--- src/design/rllbe_pkg.sv ---
// Shared types and constants for the run-length literal byte encoder.
// No dependencies; every other design file imports this package.
package rllbe_pkg;

	// Literal store geometry
	localparam int LIT_DEPTH = 128;
	localparam int LIT_AW = $clog2(LIT_DEPTH);

	// Default output word size in bytes
	localparam int OUT_WORD_BYTES_DEF = 8;

	// Input function codes
	localparam logic [1:0] FUNC_START = 2'd0;
	localparam logic [1:0] FUNC_DATA = 2'd1;
	localparam logic [1:0] FUNC_END = 2'd2;

	// Output code bytes
	localparam logic [7:0] CODE_LIT = 8'h80;
	localparam logic [7:0] CODE_ZERO = 8'h40;
	localparam logic [7:0] CODE_RUN = 8'h20;
	localparam logic [7:0] CODE_FF = 8'h10;
	localparam logic [7:0] CODE_PAT_FF = 8'h01;
	localparam logic [7:0] CODE_PAT = 8'h02;
	localparam logic [7:0] CODE_ZERO4 = 8'h43;
	localparam logic [7:0] CODE_ZCHUNK = 8'h7F;
	localparam logic [7:0] CODE_RCHUNK = 8'h3F;
	localparam logic [7:0] CODE_EOR = 8'h00;
	localparam logic [7:0] BYTE_FF = 8'hFF;

	// Byte push request from sequencer to packer
	typedef struct packed {
		logic       push;
		logic [7:0] data;
		logic       fin;
	} pk_req_t;

	// Packer status back to sequencer
	typedef struct packed {
		logic byte_ready;
		logic fin_ready;
	} pk_stat_t;

endpackage

--- src/design/rllbe_lit_mem.sv ---
// Literal byte store: one write port, one read port, registered read data.
// Depends on rllbe_pkg for the store geometry.
module rllbe_lit_mem (
	input  logic                       clk,
	input  logic                       we,
	input  logic [rllbe_pkg::LIT_AW-1:0] waddr,
	input  logic [7:0]                 wdata,
	input  logic [rllbe_pkg::LIT_AW-1:0] raddr,
	output logic [7:0]                 rdata
);
	import rllbe_pkg::*;

	logic [7:0] mem [LIT_DEPTH];

	// Write port
	always_ff @(posedge clk) begin
		if (we) begin
			mem[waddr] <= wdata;
		end
	end

	// Registered read port
	always_ff @(posedge clk) begin
		rdata <= mem[raddr];
	end

endmodule

--- src/design/rllbe_pack.sv ---
// Byte packer: gathers code bytes into output words, marks the final word.
// Depends on rllbe_pkg for the request and status structs.
module rllbe_pack #(
	parameter int OUT_WORD_BYTES = rllbe_pkg::OUT_WORD_BYTES_DEF
) (
	input  logic                clk,
	input  logic                arst_n,
	input  rllbe_pkg::pk_req_t  req,
	output rllbe_pkg::pk_stat_t stat,
	output logic                out_valid,
	input  logic                out_ready,
	output logic [63:0]         out_bytes,
	output logic [3:0]          byte_count,
	output logic                last
);
	import rllbe_pkg::*;

	logic [63:0] acc_q;
	logic [3:0]  acc_n_q;
	logic        out_free;
	logic        acc_full;
	logic [63:0] ins;

	assign out_free = !out_valid || out_ready;
	assign acc_full = (acc_n_q == 4'(OUT_WORD_BYTES));
	assign stat.byte_ready = !acc_full || out_free;
	assign stat.fin_ready = (acc_n_q == 4'd0) || out_free;
	assign ins = {req.data, 56'h0} >> {acc_n_q[2:0], 3'b000};

	// Hold payload registers without reset
	always_ff @(posedge clk) begin
		if (req.push && stat.byte_ready && acc_full) begin
			out_bytes <= acc_q;
			byte_count <= acc_n_q;
			last <= 1'b0;
		end else if (req.fin && stat.fin_ready && acc_n_q != 4'd0) begin
			out_bytes <= acc_q;
			byte_count <= acc_n_q;
			last <= 1'b1;
		end
	end

	// Advance accumulator and output valid
	always_ff @(posedge clk or negedge arst_n) begin
		if (!arst_n) begin
			acc_q <= '0;
			acc_n_q <= '0;
			out_valid <= 1'b0;
		end else begin
			if (out_valid && out_ready) begin
				out_valid <= 1'b0;
			end
			if (req.push && stat.byte_ready) begin
				if (acc_full) begin
					out_valid <= 1'b1;
					acc_q <= {req.data, 56'h0};
					acc_n_q <= 4'd1;
				end else begin
					acc_q <= acc_q | ins;
					acc_n_q <= acc_n_q + 4'd1;
				end
			end else if (req.fin && stat.fin_ready && acc_n_q != 4'd0) begin
				out_valid <= 1'b1;
				acc_q <= '0;
				acc_n_q <= '0;
			end
		end
	end

endmodule

--- src/design/rllbe_ctrl.sv ---
// Encoding sequencer: run, lookahead and literal state, code byte emission.
// Depends on rllbe_pkg; drives rllbe_lit_mem and rllbe_pack.
module rllbe_ctrl (
	input  logic                         clk,
	input  logic                         arst_n,
	input  logic                         in_valid,
	output logic                         in_ready,
	input  logic [1:0]                   func,
	input  logic [7:0]                   data_byte,
	input  logic signed [31:0]           range_offset,
	output logic                         mem_we,
	output logic [rllbe_pkg::LIT_AW-1:0] mem_waddr,
	output logic [7:0]                   mem_wdata,
	output logic [rllbe_pkg::LIT_AW-1:0] mem_raddr,
	input  logic [7:0]                   mem_rdata,
	output rllbe_pkg::pk_req_t           pk_req,
	input  rllbe_pkg::pk_stat_t          pk_stat
);
	import rllbe_pkg::*;

	typedef enum logic [3:0] {
		S_IDLE, S_STEP, S_NEXT, S_RESOLVE, S_ENDCHK, S_ENDLIT, S_ENDZ,
		S_EMIT, S_LRD, S_LWR, S_FIN
	} state_t;

	state_t            state_q, ret_q, lret_q;
	logic [31:0]       em_data_q;
	logic [2:0]        em_cnt_q;
	logic [7:0]        cur_q;
	logic [7:0]        lit_cnt_q;
	logic [7:0]        run_val_q;
	logic [6:0]        run_cnt_q;
	logic              chunk_q;
	logic [7:0]        la_q [5];
	logic [2:0]        la_cnt_q;
	logic [2:0]        rp_q, rn_q;
	logic              end_q;
	logic [LIT_AW-1:0] rd_ptr_q;

	// Close-run code bytes
	logic [15:0] cr_bytes;
	logic [2:0]  cr_n;
	logic        cr_lit;
	logic [7:0]  rm1;
	// Step decisions
	logic        active;
	logic [6:0]  nc;
	logic [6:0]  limit;
	logic        la_entry;
	// Resolve decisions
	logic        decide;
	logic        take;
	logic [7:0]  lit_hdr;

	always_comb begin
		rm1 = {1'b0, run_cnt_q - 7'd1};
		cr_bytes = '0;
		cr_n = 3'd0;
		cr_lit = 1'b0;
		if (run_cnt_q >= 7'd2) begin
			if (run_val_q == 8'h00) begin
				cr_bytes = {CODE_ZERO | rm1, 8'h00};
				cr_n = 3'd1;
			end else if (run_val_q == BYTE_FF && !chunk_q && run_cnt_q <= 7'd16) begin
				cr_bytes = {CODE_FF | rm1, 8'h00};
				cr_n = 3'd1;
			end else begin
				cr_bytes = {CODE_RUN | rm1, run_val_q};
				cr_n = 3'd2;
			end
		end else if (run_cnt_q == 7'd1) begin
			cr_lit = 1'b1;
		end
	end

	always_comb begin
		active = (run_cnt_q != 7'd0) || chunk_q;
		nc = run_cnt_q + 7'd1;
		limit = (run_val_q == 8'h00) ? 7'd64 : 7'd32;
		la_entry = active && run_val_q == 8'h00 && run_cnt_q == 7'd4 && !chunk_q
			&& cur_q == BYTE_FF;
		lit_hdr = CODE_LIT | {1'b0, 7'(lit_cnt_q - 8'd1)};
	end

	// Pattern decision over the held bytes
	always_comb begin
		decide = 1'b1;
		take = 1'b0;
		if (la_cnt_q < 3'd4) begin
			decide = end_q;
		end else if (la_q[1] == 8'h00 && la_q[2] == 8'h00 && la_q[3] == 8'h00) begin
			take = 1'b0;
		end else if (la_q[1] == BYTE_FF && la_q[2] == BYTE_FF && la_q[3] == BYTE_FF) begin
			take = 1'b0;
		end else if (la_q[1] == la_q[2] && la_q[2] == la_q[3]) begin
			decide = !(la_cnt_q == 3'd4 && !end_q);
			take = !(la_cnt_q >= 3'd5 && la_q[4] == la_q[3]);
		end else begin
			take = 1'b1;
		end
	end

	assign in_ready = (state_q == S_IDLE);
	assign mem_raddr = rd_ptr_q;
	assign pk_req.push = (state_q == S_EMIT && em_cnt_q != 3'd0) || state_q == S_LWR;
	assign pk_req.data = (state_q == S_LWR) ? mem_rdata : em_data_q[31:24];
	assign pk_req.fin = (state_q == S_FIN);

	always_ff @(posedge clk or negedge arst_n) begin
		if (!arst_n) begin
			state_q <= S_IDLE;
			ret_q <= S_IDLE;
			lret_q <= S_IDLE;
			em_data_q <= '0;
			em_cnt_q <= '0;
			cur_q <= '0;
			lit_cnt_q <= '0;
			run_val_q <= '0;
			run_cnt_q <= '0;
			chunk_q <= 1'b0;
			for (int i = 0; i < 5; i++) begin
				la_q[i] <= '0;
			end
			la_cnt_q <= '0;
			rp_q <= '0;
			rn_q <= '0;
			end_q <= 1'b0;
			rd_ptr_q <= '0;
			mem_we <= 1'b0;
			mem_waddr <= '0;
			mem_wdata <= '0;
		end else begin
			mem_we <= 1'b0;
			case (state_q)
				// Take one input word
				S_IDLE: begin
					if (in_valid) begin
						case (func)
							FUNC_START: begin
								lit_cnt_q <= '0;
								run_val_q <= '0;
								run_cnt_q <= '0;
								chunk_q <= 1'b0;
								la_cnt_q <= '0;
								em_data_q <= range_offset;
								em_cnt_q <= 3'd4;
								ret_q <= S_FIN;
								state_q <= S_EMIT;
							end
							FUNC_DATA: begin
								cur_q <= data_byte;
								state_q <= S_STEP;
							end
							FUNC_END: begin
								end_q <= 1'b1;
								state_q <= S_ENDCHK;
							end
							default: state_q <= S_FIN;
						endcase
					end
				end
				// Process one byte against run and lookahead state
				S_STEP: begin
					if (la_cnt_q != 3'd0) begin
						if (la_cnt_q < 3'd5) begin
							la_q[la_cnt_q] <= cur_q;
						end
						la_cnt_q <= la_cnt_q + 3'd1;
						state_q <= S_RESOLVE;
					end else if (active && cur_q == run_val_q) begin
						if (nc == 7'd2 && lit_cnt_q != 8'd0) begin
							run_cnt_q <= nc;
							em_data_q <= {lit_hdr, 24'h0};
							em_cnt_q <= 3'd1;
							rd_ptr_q <= '0;
							ret_q <= S_LRD;
							lret_q <= S_NEXT;
							state_q <= S_EMIT;
						end else if (nc >= limit) begin
							if (run_val_q == 8'h00) begin
								em_data_q <= {CODE_ZCHUNK, 24'h0};
								em_cnt_q <= 3'd1;
							end else begin
								em_data_q <= {CODE_RCHUNK, run_val_q, 16'h0};
								em_cnt_q <= 3'd2;
							end
							run_cnt_q <= '0;
							chunk_q <= 1'b1;
							ret_q <= S_NEXT;
							state_q <= S_EMIT;
						end else begin
							run_cnt_q <= nc;
							state_q <= S_NEXT;
						end
					end else if (la_entry) begin
						run_cnt_q <= '0;
						la_q[0] <= cur_q;
						la_cnt_q <= 3'd1;
						state_q <= S_NEXT;
					end else begin
						run_val_q <= cur_q;
						run_cnt_q <= 7'd1;
						chunk_q <= 1'b0;
						state_q <= S_EMIT;
						em_data_q <= {cr_bytes, 16'h0};
						em_cnt_q <= cr_n;
						ret_q <= S_NEXT;
						if (cr_lit) begin
							mem_we <= 1'b1;
							mem_waddr <= lit_cnt_q[LIT_AW-1:0];
							mem_wdata <= run_val_q;
							lit_cnt_q <= lit_cnt_q + 8'd1;
							if (lit_cnt_q == 8'(LIT_DEPTH - 1)) begin
								em_data_q <= {CODE_LIT | 8'(LIT_DEPTH - 1), 24'h0};
								em_cnt_q <= 3'd1;
								rd_ptr_q <= '0;
								ret_q <= S_LRD;
								lret_q <= S_NEXT;
							end
						end
					end
				end
				// Replay held bytes or finish the word
				S_NEXT: begin
					if (rp_q != rn_q) begin
						cur_q <= la_q[rp_q];
						rp_q <= rp_q + 3'd1;
						state_q <= S_STEP;
					end else begin
						rp_q <= '0;
						rn_q <= '0;
						state_q <= end_q ? S_ENDCHK : S_FIN;
					end
				end
				// Settle a pending pattern decision
				S_RESOLVE: begin
					if (!decide) begin
						state_q <= S_NEXT;
					end else begin
						la_cnt_q <= '0;
						ret_q <= S_NEXT;
						state_q <= S_EMIT;
						if (take) begin
							if (la_q[1] == BYTE_FF) begin
								em_data_q <= {CODE_PAT_FF, la_q[2], la_q[3], 8'h00};
								em_cnt_q <= 3'd3;
							end else begin
								em_data_q <= {CODE_PAT, la_q[1], la_q[2], la_q[3]};
								em_cnt_q <= 3'd4;
							end
							rp_q <= 3'd4;
							rn_q <= (la_cnt_q >= 3'd5) ? 3'd5 : 3'd4;
						end else begin
							em_data_q <= {CODE_ZERO4, 24'h0};
							em_cnt_q <= 3'd1;
							rp_q <= '0;
							rn_q <= la_cnt_q;
						end
					end
				end
				// End of range: drain lookahead, then close the run
				S_ENDCHK: begin
					if (la_cnt_q != 3'd0) begin
						state_q <= S_RESOLVE;
					end else begin
						run_cnt_q <= '0;
						chunk_q <= 1'b0;
						em_data_q <= {cr_bytes, 16'h0};
						em_cnt_q <= cr_n;
						ret_q <= S_ENDLIT;
						state_q <= S_EMIT;
						if (cr_lit) begin
							mem_we <= 1'b1;
							mem_waddr <= lit_cnt_q[LIT_AW-1:0];
							mem_wdata <= run_val_q;
							lit_cnt_q <= lit_cnt_q + 8'd1;
						end
					end
				end
				// Flush pending literal bytes
				S_ENDLIT: begin
					if (lit_cnt_q != 8'd0) begin
						em_data_q <= {lit_hdr, 24'h0};
						em_cnt_q <= 3'd1;
						rd_ptr_q <= '0;
						ret_q <= S_LRD;
						lret_q <= S_ENDZ;
						state_q <= S_EMIT;
					end else begin
						state_q <= S_ENDZ;
					end
				end
				// Write end marker and clear range state
				S_ENDZ: begin
					em_data_q <= {CODE_EOR, 24'h0};
					em_cnt_q <= 3'd1;
					ret_q <= S_FIN;
					state_q <= S_EMIT;
					end_q <= 1'b0;
					lit_cnt_q <= '0;
					run_val_q <= '0;
					run_cnt_q <= '0;
					chunk_q <= 1'b0;
					la_cnt_q <= '0;
				end
				// Shift out short code sequences
				S_EMIT: begin
					if (em_cnt_q == 3'd0) begin
						state_q <= ret_q;
					end else if (pk_stat.byte_ready) begin
						em_data_q <= {em_data_q[23:0], 8'h00};
						em_cnt_q <= em_cnt_q - 3'd1;
					end
				end
				// Literal read: address issued, data next cycle
				S_LRD: begin
					state_q <= S_LWR;
				end
				S_LWR: begin
					if (pk_stat.byte_ready) begin
						rd_ptr_q <= rd_ptr_q + LIT_AW'(1);
						if ({1'b0, rd_ptr_q} == 8'(lit_cnt_q - 8'd1)) begin
							lit_cnt_q <= '0;
							state_q <= lret_q;
						end else begin
							state_q <= S_LRD;
						end
					end
				end
				// Close the packer word for this item
				S_FIN: begin
					if (pk_stat.fin_ready) begin
						state_q <= S_IDLE;
					end
				end
				default: state_q <= S_IDLE;
			endcase
		end
	end

endmodule

--- src/design/run_length_literal_byte_encoder_core.sv ---
// Run-length literal byte encoder: top level.
// Depends on rllbe_pkg, rllbe_lit_mem, rllbe_pack and rllbe_ctrl.
//
// Usage: the input channel (in_valid/in_ready) takes one word per item:
// func selects start of range (four header bytes from range_offset), a data
// byte, or end of range (flush pending codes and write the end marker).
// The output channel (out_valid/out_ready) delivers packed code bytes,
// first byte in the top bits, byte_count valid bytes, last set on the final
// word caused by an item. An item that causes no bytes gives no word.
// Throughput: one item in flight. A data byte that only extends a run passes
// through the step, next and finish states before the next acceptance. The
// emitter shifts out code bytes while the packer can take them; each literal
// byte flushed from the store is read, then pushed, up to 128 bytes in a
// full flush. The store's single registered read port sets the flush rate.
// The packer holds one finished word in its output register, so the next
// item is accepted while that word waits; if the receiver stalls longer,
// the packer fills and the sequencer waits on it.
// Reset clears all control state; the literal store is not cleared and
// holds no valid data until written.
module run_length_literal_byte_encoder_core #(
	parameter int OUT_WORD_BYTES = rllbe_pkg::OUT_WORD_BYTES_DEF
) (
	input  logic               clk,
	input  logic               arst_n,
	input  logic               in_valid,
	output logic               in_ready,
	input  logic [1:0]         func,
	input  logic [7:0]         data_byte,
	input  logic signed [31:0] range_offset,
	output logic               out_valid,
	input  logic               out_ready,
	output logic [63:0]        out_bytes,
	output logic [3:0]         byte_count,
	output logic               last
);
	import rllbe_pkg::*;

	logic              mem_we;
	logic [LIT_AW-1:0] mem_waddr;
	logic [7:0]        mem_wdata;
	logic [LIT_AW-1:0] mem_raddr;
	logic [7:0]        mem_rdata;
	pk_req_t           pk_req;
	pk_stat_t          pk_stat;

	rllbe_ctrl u_ctrl (
		.clk          (clk),
		.arst_n       (arst_n),
		.in_valid     (in_valid),
		.in_ready     (in_ready),
		.func         (func),
		.data_byte    (data_byte),
		.range_offset (range_offset),
		.mem_we       (mem_we),
		.mem_waddr    (mem_waddr),
		.mem_wdata    (mem_wdata),
		.mem_raddr    (mem_raddr),
		.mem_rdata    (mem_rdata),
		.pk_req       (pk_req),
		.pk_stat      (pk_stat)
	);

	rllbe_lit_mem u_mem (
		.clk   (clk),
		.we    (mem_we),
		.waddr (mem_waddr),
		.wdata (mem_wdata),
		.raddr (mem_raddr),
		.rdata (mem_rdata)
	);

	rllbe_pack #(
		.OUT_WORD_BYTES (OUT_WORD_BYTES)
	) u_pack (
		.clk        (clk),
		.arst_n     (arst_n),
		.req        (pk_req),
		.stat       (pk_stat),
		.out_valid  (out_valid),
		.out_ready  (out_ready),
		.out_bytes  (out_bytes),
		.byte_count (byte_count),
		.last       (last)
	);

endmodule

--- config.mk ---
export PLATFORM = sky130hd
export DESIGN_NAME = run_length_literal_byte_encoder_core
export DESIGN_NICKNAME = d
export VERILOG_FILES = /design/src/design/rllbe_pkg.sv /design/src/design/rllbe_lit_mem.sv /design/src/design/rllbe_pack.sv /design/src/design/rllbe_ctrl.sv /design/src/design/run_length_literal_byte_encoder_core.sv
export SDC_FILE = /design/constraint.sdc
export NUM_CORES = 2
export LEC_CHECK = 0
export ABC_AREA = 1
export BUFFER_PORTS_ARGS = -buffer_cell sky130_fd_sc_hd__buf_2
export CAP_MARGIN = 20
export CELL_PAD_IN_SITES_DETAIL_PLACEMENT = 1
export CELL_PAD_IN_SITES_GLOBAL_PLACEMENT = 2
export CORE_MARGIN = 10
export CORE_UTILIZATION = 42
export DETAILED_ROUTE_END_ITERATION = 7
export PLACE_DENSITY_LB_ADDON = 0.2
export SETUP_SLACK_MARGIN = 0.5
export SLEW_MARGIN = 0
export SYNTH_ARGS = -nofsm -noshare
export SYNTH_HDL_FRONTEND = slang
export SYNTH_SLANG_ARGS = --single-unit
--- constraint.sdc ---
create_clock -name clk -period 5.1 [get_ports clk]
set_clock_uncertainty 0.05 [all_clocks]
set_input_delay 0.51 -clock clk [delete_from_list [all_inputs] [get_ports clk]]
set_output_delay 0.51 -clock clk [all_outputs]
set_load 0.02 [all_outputs]
-- Word-level counts from Yosys, hierarchy flattened
Memories as Yosys holds them, arrays and structs flattened. A register that Yosys moved wholly into a read port is not among the register bits.
Cells that the tools add are included.
- register bits: 290
- RAM bits: 1024
- input port bits: 46
- output and inout bits: 71
- logic and storage cells: 388
- memories kept: 1
- add/sub/neg operators: 9
- $lt $le $gt $ge: 9
- equal/unequal tests: 58
- shifts and indexed selects: 1
- multiplexer cells: 200
- bitwise operators: 3
- reduce and logical (&&, ||, !) cells: 78
- memory list (name ; words ; bits a word ; read ports ; clocked after memory_dff ; wr ports ; RTL line ; source):
    u_mem.mem ; 128 ; 8 ; 1 ; 1 ; 1 ; rllbe_lit_mem.sv:13 ; logic [7:0] mem [LIT_DEPTH];
- operator list (cell ; number):
    two-way mux 32 bit ; 14
    two-way mux 64 bit ; 5
    case mux 32 bit (7 select lines) ; 1
    two-way mux 8 bit ; 27
    two-way mux 7 bit ; 21
    two-way mux 4 bit ; 34
    two-way mux 3 bit ; 34
    bitwise OR 64 bit ; 1
    >> shifter 64 x 6 -> 64 bit ; 1
    two-way mux 31 bit ; 2
    case mux 4 bit (11 select lines) ; 1
    bitwise mux 40 bit ; 1
    equality test 8 bit (second input constant) ; 5
    two-way mux 40 bit ; 1
    case mux 8 bit (5 select lines) ; 1
    two-way mux 1 bit ; 34
    equality test 8 bit ; 4
    zero test 8 bit ; 4
    case mux 8 bit (2 select lines) ; 2
    two-way mux 15 bit ; 2
    case mux 7 bit (4 select lines) ; 1
    two-way mux 26 bit ; 1
    binary-select mux 8 bit (select 3 bit) ; 1
    demux 8 bit (select 3 bit) ; 1
    other kinds (69) ; 159

-- Depth between registers and ports, before layout
- depth after elaboration: 12
- gate-level depth with buffers: 18
- gate-level depth less buffers: 16

-- Cells and area by module
Synthesis repeated with hierarchy kept, for this count alone.
- cell total of the unflattened synthesis: 5690
- area total of the unflattened synthesis: 58454.8 um2
- by module, submodules not included (module ; times used ; cells each ; area each (um2) ; seq. area each (um2)):
    rllbe_lit_mem ; 1 ; 3578 ; 42285.6 ; 30909.6
    rllbe_ctrl ; 1 ; 1543 ; 10204.8 ; 3728.6
    rllbe_pack ; 1 ; 569 ; 5964.5 ; 3788.6

-- Least setup slack after synthesis
Ideal clock, no wire load.
- path kind: flip-flop to flip-flop
- start: register u_pack.acc_n_q[0]
- end: register u_pack.acc_q[46]
- library setup time: 0.134 ns
- arrival time: 3.462 ns
- setup slack: 1.454 ns
- cell stages (with the launch flop): 16
- cell sequence: dfrtp_1 clkbuf_1 inv_1 ha_1 inv_1 nor3_2 nand2_1 nand2_1 inv_2 nand2_2 nand2_1 inv_2 buf_4 buf_4 nand2_1 o21ai_0
- cells in the longest elaborated chain, start to end: 5
- elaborated cells between the ends (all ways): 14
- classes of those cells: eq/ne: 1; shift: 1; mux: 2; bitwise: 1; reduce/logical: 9
- RTL lines (element ; RTL line ; source):
    start, declared ; rllbe_pack.sv:19 ; logic [3:0] acc_n_q;
    start signal, assigned ; rllbe_pack.sv:60 ; acc_n_q <= acc_n_q + 4'd1;
    branches (longest 5 deep; another with >> shifter 64 x 6 -> 64 bit) ; - ;
    end signal, assigned ; rllbe_pack.sv:56 ; acc_q <= {req.data, 56'h0};
    end signal, assigned ; rllbe_pack.sv:59 ; acc_q <= acc_q | ins;
    end, declared ; rllbe_pack.sv:18 ; logic [63:0] acc_q;
Several ways; the timed one is not identified.
A chain may end at the register's enable or synchronous reset.

-- Worst setup path in the final report
- start: register u_pack.acc_n_q[1]
- end: register u_pack.acc_n_q[2]
- cells in the longest elaborated chain, start to end: 5
- elaborated cells between the ends (all ways): 13
- classes of those cells: add/sub: 1; eq/ne: 1; mux: 2; reduce/logical: 9
- RTL lines (element):
    branches (longest 5 deep; another with adder 4 x 1 -> 4 bit)
Several ways; the timed one is not identified.

==> impl_metrics.py <==
metrics = {
    "finish": {
        "final_nets": 5246,
        "multi_input_area_sq_mm": 0.0154,
        "regArea_sq_mm": 0.0385,
        "fill_cells": 14000,
        "fin_cells": 7050,
        "diodes": 0,
        "layout-drive-gt1-share_pct": 8.57,
        "syn2layout_area_growth_pct": 13.0,
    },
    "floorplan": {
        "start_util_pct": 42.4,
        "die_w_um": 384,
        "die_y_um": 384,
        "num_io_pins": 117,
        "die_area_sq_mm": 0.148,
        "core_region_area_sq_mm": 0.132,
        "core.rowCount": 133,
    },
    "placement": {
        "dp_hpwl_um": 107000,
        "io_buffers": 116,
        "dp_cells": 6757,
        "post-place-ws_ns": 1.08,
        "place_congestion": 0.837,
    },
    "clock_tree": {
        "clock-root-buffer": "clkbuf_16",
        "cts.sinks": 1319,
        "clk_latency_ns": 0.79,
        "cts_tree": "done",
        "path_clk_slew_ns": 0.06,
        "cts_buffers": 143,
        "cts_max_level": 4,
        "clockBufferDepth": 3,
    },
    "detailed_routing": {
        "final_antenna_net_count": 0,
        "drtIter0Drc": 3531,
        "route.detailed.drc": 0,
        "vias": 39800,
        "avgViaCountPerCell": 5.64,
        "wl_per_cell_um": 24.8,
        "drt_pass1_iterations": 5,
        "drt-total-wl_um": 175000,
    },
    "yosys": {
        "synth-edff-count": 1092,
        "synth_cell_type_count": 46,
        "yosys_warnings": 0,
        "syn_area_sq_mm": 0.0557,
        "synth-seq-cells": 1319,
        "synth_ff_type": "edfxtp_1",
        "netlist_instances": 5112,
        "syn-num-nets": 5180,
        "syn_area_per_cell_sq_um": 10.9,
        "synth_seq_area_share_pct": 68.9,
        "synthArstFlopShare_pct": 16.5,
    },
    "worst_setup_path": {
        "rrSetupSlack_ns": 1.43,
        "critical_path_class": "register to register",
        "r2r-start": "u_pack.acc_n_q[1]",
        "crit_fanout": 45,
        "crit_end": "u_pack.acc_n_q[2]",
        "end_kind": "register",
        "cp-start-kind": "register",
        "required_ns": 5.74,
        "r2r_end": "u_pack.acc_n_q[2]",
        "crit_arrival_ns": 4.32,
        "reg2reg_depth": 13,
        "cp-startpoint": "u_pack.acc_n_q[1]",
    },
    "timing": {
        "setup_ws_ns": 1.43,
        "rsz0062_at_grt": "false",
        "max_freq_mhz": 272,
        "worst_pin_slew_ns": 1.11,
        "drv_slew": 0,
        "tns_ns": 0,
        "finalSetupViolCount": 0,
        "fin_crit_sh_pct": 72.0,
        "hold_viol": 0,
        "relSlewSlack_pct": 25.6,
        "holdWs_ns": 0.0769,
        "fin_crit_ns": 3.67,
    },
    "power_and_ir_drop": {
        "power.leakage_uw": 0.0223,
        "peakVddDrop_mv": 0.341,
        "total_power_uw": 31000,
        "cellPowerDensity_mw_per_mm2": 492,
    },
    "grt": {
        "grt-ovfl-total": 0,
        "antenna_found_initial": 6,
        "grt_max_degree": 142,
        "grt_pass1_vias": 40500,
        "grt_usage_pct": 23.3,
        "grt_pass1_wl_um": 262000,
    },
    "min_path": {
        "worstHoldPathType": "input port to register",
    },
    "run": {
        "maxCapViolCount": 0,
    },
    "status": {
        "status": "completed",
    },
}
[final cells by class]
cell class	instances	area share, %
clock inverters	66	1.06
multi-input cells	3298	24.4
clock buffers	196	6.13
flip-flops and latches	1319	61.1
repair buffers	223	2.70
well taps	1755	3.49
inverters	193	1.17
[Yosys cell counts, drive strengths merged, types with 5 or more instances]
master,n,area share (%)
edfxtp,1092,59
nand2,900,6.1
nor2,900,6.1
o21ai,745,6.7
nand3,242,2.2
clkbuf,218,1.5
dfrtp,218,9.8
inv,185,1.2
o22ai,159,1.8
o211ai,111,1.5
buf,84,0.82
a21oi,56,0.51
nand4,53,0.59
ha,22,0.49
o221ai,22,0.35
nor3,19,0.19
xor2,14,0.22
o31ai,10,0.13
xnor2,10,0.16
dfxtp,9,0.32
clkinv,8,0.054
a31oi,7,0.079
nor4,7,0.079
or2,5,0.056
[report_power, final]
group	switching (uW)	internal (uW)	leakage, uW
combinational	4580	1610	0.00742
clock	4390	5790	0.00219
sequential	1220	13400	0.0127
[per-layer routing]
| layer | up-vias | GRT usage (%) | routed length [um] |
|---|---|---|---|
| li1 | 18200 | - | - |
| met1 | 20400 | 32.9 | 79900 |
| met2 | 977 | 37.5 | 82200 |
| met3 | 226 | 3.42 | 8810 |
| met4 | 4 | 6.15 | 3920 |
| met5 | - | 0 | 27 |
[timing repair]
action	4_1_cts	5_1_grt
setup buffers	0	0
hold buffers	28	0
hold endpoints to repair	98	0
resized for setup	0	0
[kinds of logic (layout without fill, tap and decap cells)]
kind of cell	Yosys count	after routing	share of synthesized area, %
flops	1319	1319	68.9
xor+xnor	25	25	0.417
buf+inv	495	678	3.59
simple gates	2132	2132	15.4
compound gates	1119	1119	11.2
fa+ha+maj	22	22	0.494
[critical path, stage by stage (launching register included)]
cell	delay [ns]
dfrtp_1	0.52
clkinv_1	0.25
ha_1	0.23
inv_1	0.08
nor3_2	0.28
nand2_1	0.18
nand2_1	0.17
inv_2	0.06
nand2_2	0.18
nand2_2	0.48
inv_2	0.53
buf_12	0.28
o21ai_0	0.12
a21oi_1	0.15
[registers in the layout (all words and copies together), names as in the netlist, 7 cells and up]
name              cells
u_pack.out_bytes     64
u_ctrl.cur_q          8
u_ctrl.mem_waddr      7
u_ctrl.run_val_q      8
u_ctrl.run_cnt_q      7
u_mem.mem          1024
u_ctrl.em_data_q     32
u_pack.acc_q         64
u_mem.rdata           8
u_ctrl.lit_cnt_q      8
u_ctrl.mem_wdata      8
u_ctrl.la_q          40
u_ctrl.mem_raddr      7
[through the flow]
| step | area, sq um | utilization (%) |
|---|---|---|
| finish | 63000 | 47.9 |
| CTS | 62900 | 47.8 |
| global route | 63000 | 47.9 |
| global placement | 58100 | 44.1 |
| floorplan | 55700 | - |
| detailed placement | 58100 | 44.2 |
[cell usage in the layout (no fill, tap or decap), drive strengths merged, types with 8 or more instances in the layout]
cell            n
clkbuf        196
o211ai        111
o21ai         745
dlygate4sd3    28
dfrtp         218
ha             22
buf           195
nand4          53
inv           192
o31ai          10
nand2         900
xor2           14
dfxtp           9
clkinvlp        8
nand3         242
edfxtp       1092
o22ai         159
bufinv          9
clkinv         50
o221ai         22
xnor2          10
nor3           19
nor2          900
a21oi          56
[how the worst min path moves through the flow]
stage / start / end / slack (ns) / depth (start not counted)
after CTS: range_offset[8] / u_ctrl.em_data_q[8] / 0.002 / 5
after floorplan: arst_n / u_ctrl.chunk_q / 0.16 / 0
after global routing: range_offset[9] / u_ctrl.em_data_q[9] / 0.07 / 5
after detailed placement: u_pack.acc_q[18] / u_pack.out_bytes[18] / 0.38 / 0
final: range_offset[23] / u_ctrl.em_data_q[23] / 0.08 / 5
after global placement: u_pack.acc_q[63] / u_pack.out_bytes[63] / 0.38 / 0
(Power assumes the default switching activity.)
